## src/sv/ntcb_pkg.sv

```systemverilog
// ntcb_pkg: shared types and constants for the NTC Beta-equation temperature block.
// Used by ntcb_log2, ntcb_div and ntc_thermistor_beta_temperature.
package ntcb_pkg;

  localparam int DIV_W = 48;
  localparam int LOG_W = 29;

  localparam logic [31:0]      LN2_Q32     = 32'd2977044472;
  localparam logic [DIV_W-1:0] HUNDRED_Q40 = 48'd109951162777600;
  localparam logic [16:0]      ABS_ZERO_CC = 17'd27315;
  localparam logic [16:0]      TEMP_MAX_CC = 17'd50000;
  localparam logic [DIV_W-1:0] TCK_LIMIT   = 48'd77315;

  localparam logic [2:0] REG_INTERVAL  = 3'd0;
  localparam logic [2:0] REG_FULLSCALE = 3'd1;
  localparam logic [2:0] REG_VREF      = 3'd2;
  localparam logic [2:0] REG_RPULL     = 3'd3;
  localparam logic [2:0] REG_RNOM      = 3'd4;
  localparam logic [2:0] REG_BETA      = 3'd5;
  localparam logic [2:0] REG_T0        = 3'd6;

  typedef enum logic [3:0] {
    ST_IDLE, ST_VDIV, ST_VWAIT, ST_LOG, ST_LWAIT, ST_MUL, ST_TDIV, ST_TWAIT,
    ST_IDIV, ST_IWAIT, ST_CHECK, ST_RDIV, ST_RWAIT, ST_OUT
  } state_t;

endpackage

```

## src/sv/ntcb_log2.sv

```systemverilog
// ntcb_log2: iterative log2 in Q5.24, one mantissa squaring per cycle.
// Depends on ntcb_pkg.
module ntcb_log2
  import ntcb_pkg::*;
(
  input  logic             clk,
  input  logic             rst,
  input  logic             start,
  input  logic [19:0]      n,
  output logic             done,
  output logic [LOG_W-1:0] result
);

  logic [4:0]  k_in;
  logic [4:0]  k;
  logic [30:0] m;
  logic [23:0] frac;
  logic [4:0]  cnt;
  logic        busy;
  logic [61:0] sq;
  logic [31:0] sq_hi;

  always_comb begin
    k_in = 5'd0;
    for (int i = 0; i < 20; i++) begin
      if (n[i]) k_in = 5'(i);
    end
  end

  assign sq     = 62'(m) * 62'(m);
  assign sq_hi  = sq[61:30];
  assign result = {k, frac};

  always_ff @(posedge clk) begin
    if (rst) begin
      busy <= 1'b0;
      done <= 1'b0;
      cnt  <= 5'd0;
    end else begin
      done <= 1'b0;
      if (start) begin
        busy <= 1'b1;
        cnt  <= 5'd0;
        k    <= k_in;
        frac <= 24'd0;
        m    <= 31'({11'd0, n} << (5'd30 - k_in));
      end else if (busy) begin
        if (sq_hi[31]) begin
          m    <= sq_hi[31:1];
          frac <= {frac[22:0], 1'b1};
        end else begin
          m    <= sq_hi[30:0];
          frac <= {frac[22:0], 1'b0};
        end
        cnt <= cnt + 5'd1;
        if (cnt == 5'd23) begin
          busy <= 1'b0;
          done <= 1'b1;
        end
      end
    end
  end

endmodule

```

## src/sv/ntcb_div.sv

```systemverilog
// ntcb_div: restoring unsigned divider, one quotient bit per cycle.
// Depends on ntcb_pkg.
module ntcb_div
  import ntcb_pkg::*;
(
  input  logic             clk,
  input  logic             rst,
  input  logic             start,
  input  logic [DIV_W-1:0] num,
  input  logic [DIV_W-1:0] den,
  output logic             done,
  output logic [DIV_W-1:0] quo
);

  logic [DIV_W-1:0] r;
  logic [DIV_W-1:0] d;
  logic [5:0]       cnt;
  logic             busy;
  logic [DIV_W:0]   trial;

  assign trial = {r, quo[DIV_W-1]} - {1'b0, d};

  always_ff @(posedge clk) begin
    if (rst) begin
      busy <= 1'b0;
      done <= 1'b0;
      cnt  <= 6'd0;
    end else begin
      done <= 1'b0;
      if (start) begin
        busy <= 1'b1;
        cnt  <= 6'd0;
        r    <= '0;
        quo  <= num;
        d    <= den;
      end else if (busy) begin
        if (!trial[DIV_W]) r <= trial[DIV_W-1:0];
        else r <= {r[DIV_W-2:0], quo[DIV_W-1]};
        quo <= {quo[DIV_W-2:0], ~trial[DIV_W]};
        cnt <= cnt + 6'd1;
        if (cnt == 6'(DIV_W - 1)) begin
          busy <= 1'b0;
          done <= 1'b1;
        end
      end
    end
  end

endmodule

```

## src/sv/ntc_thermistor_beta_temperature.sv

```systemverilog
// ntc_thermistor_beta_temperature: NTC thermistor temperature by the Beta equation.
// Sequencer around one shared log2 unit (ntcb_log2) and one divider (ntcb_div).
//
//   channel | signals                         | item
//   s_      | s_tvalid s_tready s_tdata       | tick with adc_value
//   m_      | m_tvalid m_tready m_tdata       | adc_used, voltage_mv, temp_centi_celsius
//   cfg_    | cfg_valid cfg_ready cfg_index/data | register write
//
// A tick that emits nothing only advances the tick count. An emitting tick runs four
// divisions (launch, 48 quotient bits, done) and four logarithms, plus the accept,
// multiply, check and output steps. A negative or zero reciprocal skips the last
// division; a degenerate setting ends after the voltage division. Reset clears the
// tick count and loads the register defaults.
// s_tready is low from an emitting tick until its result enters the output register;
// a full output register holds the sequencer in its last state until m_tready.
module ntc_thermistor_beta_temperature
  import ntcb_pkg::*;
#(
  parameter int ADC_BITS = 12,
  localparam int IW = ((ADC_BITS + 7) / 8) * 8,
  localparam int OW = ((ADC_BITS + 37) / 8) * 8
) (
  input  logic          clk,
  input  logic          rst,
  input  logic          s_tvalid,
  output logic          s_tready,
  input  logic [IW-1:0] s_tdata,   // adc_value
  output logic          m_tvalid,
  input  logic          m_tready,
  output logic [OW-1:0] m_tdata,   // adc_used, voltage_mv[12:0], temp_centi_celsius[16:0]
  input  logic          cfg_valid,
  output logic          cfg_ready,
  input  logic [2:0]    cfg_index,
  input  logic [19:0]   cfg_data
);

  state_t state, state_next;

  logic [15:0] r_interval, r_fs, r_t0;
  logic [12:0] r_vref;
  logic [19:0] r_rpull, r_rnom;
  logic [13:0] r_beta;
  logic [15:0] tick_count;

  logic [ADC_BITS-1:0] a_reg;
  logic [15:0]         fs_reg;
  logic [12:0]         volt;
  logic signed [16:0]  temp;
  logic signed [31:0]  s_acc;
  logic [1:0]          idx;
  logic [61:0]         prod;
  logic [DIV_W-1:0]    term, inv0, inv_reg;
  logic signed [49:0]  inv;
  logic [ADC_BITS-1:0] out_a;
  logic [12:0]         out_v;
  logic signed [16:0]  out_t;

  logic             in_acc, deg;
  logic [15:0]      cnt_inc, fs_c, a_c1, a_c2, a_ext;
  logic [28:0]      av;
  logic [29:0]      mag;
  logic             log_start, log_done, div_start, div_done;
  logic [19:0]      log_n;
  logic [LOG_W-1:0] log_res;
  logic [DIV_W-1:0] div_num, div_den, quo;

  assign cfg_ready = 1'b1;
  assign in_acc    = s_tvalid && s_tready;
  assign cnt_inc   = tick_count + 16'd1;
  assign fs_c      = (r_fs < 16'd2) ? 16'd2 : r_fs;
  assign a_ext     = 16'(s_tdata[ADC_BITS-1:0]);
  assign a_c1      = (a_ext > fs_c - 16'd1) ? fs_c - 16'd1 : a_ext;
  assign a_c2      = (a_c1 == 16'd0) ? 16'd1 : a_c1;
  assign deg       = (r_rpull == 20'd0) || (r_rnom == 20'd0) || (r_beta == 14'd0) ||
                     (r_t0 == 16'd0);
  assign av        = 29'(a_reg) * 29'(r_vref);
  assign mag       = s_acc[31] ? 30'(-s_acc) : 30'(s_acc);
  assign inv       = s_acc[31] ? ({2'b0, inv0} - {2'b0, term}) : ({2'b0, inv0} + {2'b0, term});
  assign m_tdata   = OW'({out_t, out_v, out_a});

  always_ff @(posedge clk) begin
    if (rst) begin
      r_interval <= 16'd1;
      r_fs       <= 16'd4095;
      r_vref     <= 13'd3300;
      r_rpull    <= 20'd10000;
      r_rnom     <= 20'd10000;
      r_beta     <= 14'd3950;
      r_t0       <= 16'd29815;
    end else if (cfg_valid && cfg_ready) begin
      unique case (cfg_index)
        REG_INTERVAL:  r_interval <= cfg_data[15:0];
        REG_FULLSCALE: r_fs       <= cfg_data[15:0];
        REG_VREF:      r_vref     <= cfg_data[12:0];
        REG_RPULL:     r_rpull    <= cfg_data;
        REG_RNOM:      r_rnom     <= cfg_data;
        REG_BETA:      r_beta     <= cfg_data[13:0];
        REG_T0:        r_t0       <= cfg_data[15:0];
        default: ;
      endcase
    end
  end

  always_ff @(posedge clk) begin
    if (rst) state <= ST_IDLE;
    else state <= state_next;
  end

  always_comb begin
    state_next = state;
    s_tready   = 1'b0;
    log_start  = 1'b0;
    div_start  = 1'b0;
    log_n      = r_rpull;
    div_num    = '0;
    div_den    = '0;
    unique case (idx)
      2'd0: log_n = r_rpull;
      2'd1: log_n = 20'(fs_reg - 16'(a_reg));
      2'd2: log_n = 20'(a_reg);
      2'd3: log_n = r_rnom;
      default: ;
    endcase
    unique case (state)
      ST_IDLE: begin
        s_tready = 1'b1;
        if (in_acc && !(cnt_inc < r_interval)) state_next = ST_VDIV;
      end
      ST_VDIV: begin
        div_start  = 1'b1;
        div_num    = DIV_W'(av) + DIV_W'(fs_reg[15:1]);
        div_den    = DIV_W'(fs_reg);
        state_next = ST_VWAIT;
      end
      ST_VWAIT: if (div_done) state_next = deg ? ST_OUT : ST_LOG;
      ST_LOG: begin
        log_start  = 1'b1;
        state_next = ST_LWAIT;
      end
      ST_LWAIT: if (log_done) state_next = (idx == 2'd3) ? ST_MUL : ST_LOG;
      ST_MUL: state_next = ST_TDIV;
      ST_TDIV: begin
        div_start  = 1'b1;
        div_num    = DIV_W'(prod[61:16]);
        div_den    = DIV_W'(r_beta);
        state_next = ST_TWAIT;
      end
      ST_TWAIT: if (div_done) state_next = ST_IDIV;
      ST_IDIV: begin
        div_start  = 1'b1;
        div_num    = HUNDRED_Q40 + DIV_W'(r_t0[15:1]);
        div_den    = DIV_W'(r_t0);
        state_next = ST_IWAIT;
      end
      ST_IWAIT: if (div_done) state_next = ST_CHECK;
      ST_CHECK: state_next = (inv[49] || inv == 50'sd0) ? ST_OUT : ST_RDIV;
      ST_RDIV: begin
        div_start  = 1'b1;
        div_num    = HUNDRED_Q40 + {1'b0, inv_reg[DIV_W-1:1]};
        div_den    = inv_reg;
        state_next = ST_RWAIT;
      end
      ST_RWAIT: if (div_done) state_next = ST_OUT;
      ST_OUT: if (!m_tvalid || m_tready) state_next = ST_IDLE;
      default: state_next = ST_IDLE;
    endcase
  end

  always_ff @(posedge clk) begin
    if (rst) begin
      tick_count <= 16'd0;
      m_tvalid   <= 1'b0;
    end else begin
      if (m_tvalid && m_tready && state != ST_OUT) m_tvalid <= 1'b0;
      unique case (state)
        ST_IDLE: if (in_acc) begin
          if (cnt_inc < r_interval) tick_count <= cnt_inc;
          else begin
            tick_count <= 16'd0;
            a_reg      <= a_c2[ADC_BITS-1:0];
            fs_reg     <= fs_c;
            s_acc      <= 32'sd0;
            idx        <= 2'd0;
          end
        end
        ST_VWAIT: if (div_done) begin
          volt <= quo[12:0];
          if (deg) temp <= -$signed(ABS_ZERO_CC);
        end
        ST_LWAIT: if (log_done) begin
          if (idx[1]) s_acc <= s_acc - $signed(32'(log_res));
          else s_acc <= s_acc + $signed(32'(log_res));
          idx <= idx + 2'd1;
        end
        ST_MUL: prod <= 62'(mag) * 62'(LN2_Q32);
        ST_TWAIT: if (div_done) term <= quo;
        ST_IWAIT: if (div_done) inv0 <= quo;
        ST_CHECK: begin
          inv_reg <= inv[DIV_W-1:0];
          if (inv[49]) temp <= -$signed(ABS_ZERO_CC);
          else if (inv == 50'sd0) temp <= $signed(TEMP_MAX_CC);
        end
        ST_RWAIT: if (div_done) begin
          if (quo >= TCK_LIMIT) temp <= $signed(TEMP_MAX_CC);
          else temp <= $signed(quo[16:0] - ABS_ZERO_CC);
        end
        ST_OUT: if (!m_tvalid || m_tready) begin
          m_tvalid <= 1'b1;
          out_a    <= a_reg;
          out_v    <= volt;
          out_t    <= temp;
        end
        default: ;
      endcase
    end
  end

  ntcb_log2 u_log2 (
    .clk    (clk),
    .rst    (rst),
    .start  (log_start),
    .n      (log_n),
    .done   (log_done),
    .result (log_res)
  );

  ntcb_div u_div (
    .clk   (clk),
    .rst   (rst),
    .start (div_start),
    .num   (div_num),
    .den   (div_den),
    .done  (div_done),
    .quo   (quo)
  );

  a_temp_range: assert property (@(posedge clk) disable iff (rst)
    m_tvalid |-> (out_t >= -$signed(ABS_ZERO_CC)) && (out_t <= $signed(TEMP_MAX_CC)))
    else $error("temperature out of range");

  a_adc_nonzero: assert property (@(posedge clk) disable iff (rst)
    m_tvalid |-> out_a != '0)
    else $error("clamped reading is zero");

  a_one_unit: assert property (@(posedge clk) disable iff (rst)
    !(log_start && div_start))
    else $error("two units launched at once");

  a_emit_clears: assert property (@(posedge clk) disable iff (rst)
    (state == ST_IDLE && state_next == ST_VDIV) |=> tick_count == 16'd0)
    else $error("tick count not cleared on emit");

endmodule

```

## config.mk

```make
export PLATFORM = sky130hd
export DESIGN_NAME = ntc_thermistor_beta_temperature
export DESIGN_NICKNAME = d
export VERILOG_FILES = /design/src/sv/ntcb_pkg.sv /design/src/sv/ntcb_log2.sv /design/src/sv/ntcb_div.sv /design/src/sv/ntc_thermistor_beta_temperature.sv
export SDC_FILE = /design/constraint.sdc
export NUM_CORES = 2
export LEC_CHECK = 0
export ABC_CLOCK_PERIOD_IN_PS = 26700
export BUFFER_PORTS_ARGS = -buffer_cell sky130_fd_sc_hd__buf_4
export CAP_MARGIN = 20
export CORE_MARGIN = 4
export CORE_UTILIZATION = 50
export DETAILED_ROUTE_END_ITERATION = 8
export MAX_ROUTING_LAYER = met4
export PLACE_DENSITY = 0.65
export SLEW_MARGIN = 25
export SYNTH_ARGS = -nofsm -noshare
export SYNTH_HDL_FRONTEND = slang
export SYNTH_SLANG_ARGS = --single-unit
export TNS_END_PERCENT = 10
```

## constraint.sdc

```tcl
create_clock -name clk -period 26.7 [get_ports clk]
set_input_delay 2.67 -clock clk [delete_from_list [all_inputs] [get_ports clk]]
set_output_delay 2.67 -clock clk [all_outputs]
set_load 0.01 [all_outputs]
```

==> key figures <==
Floorplanning
  • Die Height: 424 µm
  • Core area: 0.172 mm²
  • Num ports: 95
  • Die area: 0.180 mm²
  • Initial Utilization: 50.3%
  • Rows: 152
  • Die W: 424 µm

Synthesis
  • Synth cell types: 103
  • Post-synthesis area per instance: 9.63 µm²
  • Asr flop ratio synth: 0%
  • Flops & latches, synth: 679
  • Primary FF master, synth: edfxtp_1
  • Mapped Cells: 8973
  • Top post-synthesis cells by area: fa_1 27%, edfxtp_1 18%, ha_1 13%
  • Top post-synthesis cells by count: 1620 x inv_1, 1172 x fa_1, 922 x ha_1, 864 x nand2_1, 528 x edfxtp_1
  • Largest family of logic cells by synthesized area: adder cells
  • Area of the mapped netlist: 0.0864 mm²
  • Sequential element share of the synthesized area: 21.8%
  • Yosys Warn Count: 0
  • Yosys top cell area share: 27.2%
  • Synth Area in Simple Gates: 12.9%
  • Synth area leader: fa_1
  • Post-synthesis adder-cell area fraction: 40.5%
  • Post-synth EDFFs: 528
  • Top-count cell post-synth: inv_1
  • Compound-cell area share of the yosys netlist: 11.1%
  • XOR/XNOR Fraction of Synth Area: 3.82%
  • Post-synthesis mux area share: 1.24%

Global route
  • Total grt overflow: 0
  • Antenna violations before repair: 29
  • GRT Total Usage: 27.7%
  • Global-route wire length before repair: 378000 µm
  • Pin count of the biggest net entering global routing: 79
  • Vias in the first global route: 66226

Worst hold path
  • Worst Hold End: out_v[3]
  • Hold path start: volt[3]
  • Hold path depth: 0
  • Hold WC Path Type: reg2reg

Setup path
  • Critical path's top delay family: adder cells
  • Path depth of the worst reg2reg path: 36
  • Crit path max fanout: 6
  • Critical path capture point type: flop
  • Reg2reg setup slack: 14.63 ns
  • Most used cell, CP: fa_1
  • Crit Reg-Reg Endpoint: prod[60]
  • Worst setup SP type: flop
  • Reg2reg start: s_acc[4]
  • Critical path arrival: 12.46 ns
  • Crit path buffers/inverters: 4
  • Critical path type: reg2reg
  • Worst EP required: 27.09 ns
  • Max stage delay on crit path: 0.61 ns
  • CP max-delay cell: xor2_1

Drt
  • DR vias/cell: 5.69
  • Vias: 64477
  • # DRC: 0
  • Iteration count of the initial detailed-routing pass: 8
  • Routed WL: 240000 µm
  • DR iter-0 viols: 5686
  • Final antenna-violating net count: 0
  • Wire length per cell: 21.2 µm

CTS
  • Clk Tree Root Cell: clkbuf_16
  • Clock network latency to the later pin of the worst-skew pair: 0.69 ns
  • Clock Sinks: 679
  • Post-CTS sizing: 0
  • CTS tree: built
  • Hold Buf Count CTS: 0
  • Clock Path Buffers: 3
  • CTS buffer count: 77
  • Worst-path clk slew: 0.07 ns
  • Post-CTS Setup Inserts: 0
  • # H-tree levels: 3

Placed design
  • GPL Wtd Cong: 0.977
  • DPL Wire Length: 191000 µm
  • Input/output buffers: 83

STA
  • Setup violators final: 0
  • Period utilization: 45.2%
  • Max_slew headroom: 27.5%
  • Final hold viol count: 0
  • Skew final: 0.0354 ns
  • Maximum operating frequency: 0.0829 GHz
  • Final Critical Period: 12.07 ns
  • RSZ-0062 raised after global routing: false
  • Post-route setup TNS: 0 ns
  • Worst-Margin Slew: 1.08 ns
  • Slew Viols, Final: 0

Layout
  • Area delta synth->final: 6.90%
  • Final Net Count: 11077
  • Share of post-route cells with drive strength above 1: 4.86%

Outcome
  • Status: finished clean

Flow run
  • Max-capacitance violation count: 0
[final cells by class]
type | instances | area (µm²)
flip-flops and latches | 679 | 18900
inverters | 1636 | 6140
clock buffers | 102 | 2110
fillers | 15311 | 79400
clock inverters | 39 | 462
repair buffers | 201 | 1530
diodes | 17 | 42.5
well taps | 2310 | 2890
multi-input cells | 6344 | 60300
[stage by stage]
stage	std cells	worst slack, ns	hold slack, ns	area [µm²]	utilization (%)
floorplan	8978	16.47	0.400	86400	-
global placement	11169	15.06	0.407	89700	52.2
detailed placement	11170	14.87	0.405	89700	52.3
CTS	11311	14.83	0.419	92300	53.8
global route	11328	14.04	0.425	92400	53.8
finish	11328	14.63	0.417	92400	53.8
[layer usage]
metal  wire (µm)  global-route usage [%]
met1      105000                    38.3
met2      108000                    42.2
met3       18300                    3.96
met4        8570                    8.75
met5           0                       -
[how the worst max path moves through the flow]
| stage | start | endpoint | slack [ns] | cells past startpoint |
|---|---|---|---|---|
| final | s_acc[4] | prod[60] | 14.63 | 36 |
| after global routing | s_acc[4] | prod[60] | 14.04 | 36 |
| after CTS | s_acc[4] | prod[60] | 14.83 | 36 |
| after detailed placement | s_acc[4] | prod[60] | 14.87 | 36 |
| after global placement | s_acc[4] | prod[60] | 15.06 | 36 |
| after floorplan | s_acc[31] | prod[60] | 16.47 | 34 |
[cell families after synthesis]
group	after synthesis
simple gates	2327
xor+xnor	376
buf+inv	1955
flops	679
mux	97
compound gates	1443
fa+ha+maj	2094
other cells	2
[cell usage in the layout (no fill, tap or decap), drive strengths merged, types with 102 or more instances in the layout]
cell       n
dfxtp    151
a21oi    433
inv     1632
edfxtp   528
nor2     473
nand2    864
xnor2    259
a21o     160
fa      1172
buf      201
and2     276
ha       922
nor3     125
o21ai    232
xor2     117
clkbuf   102
Power is left out: the tool's default activity adds up to more than one toggle a clock period on the data nets, which glitch-free logic cannot reach.
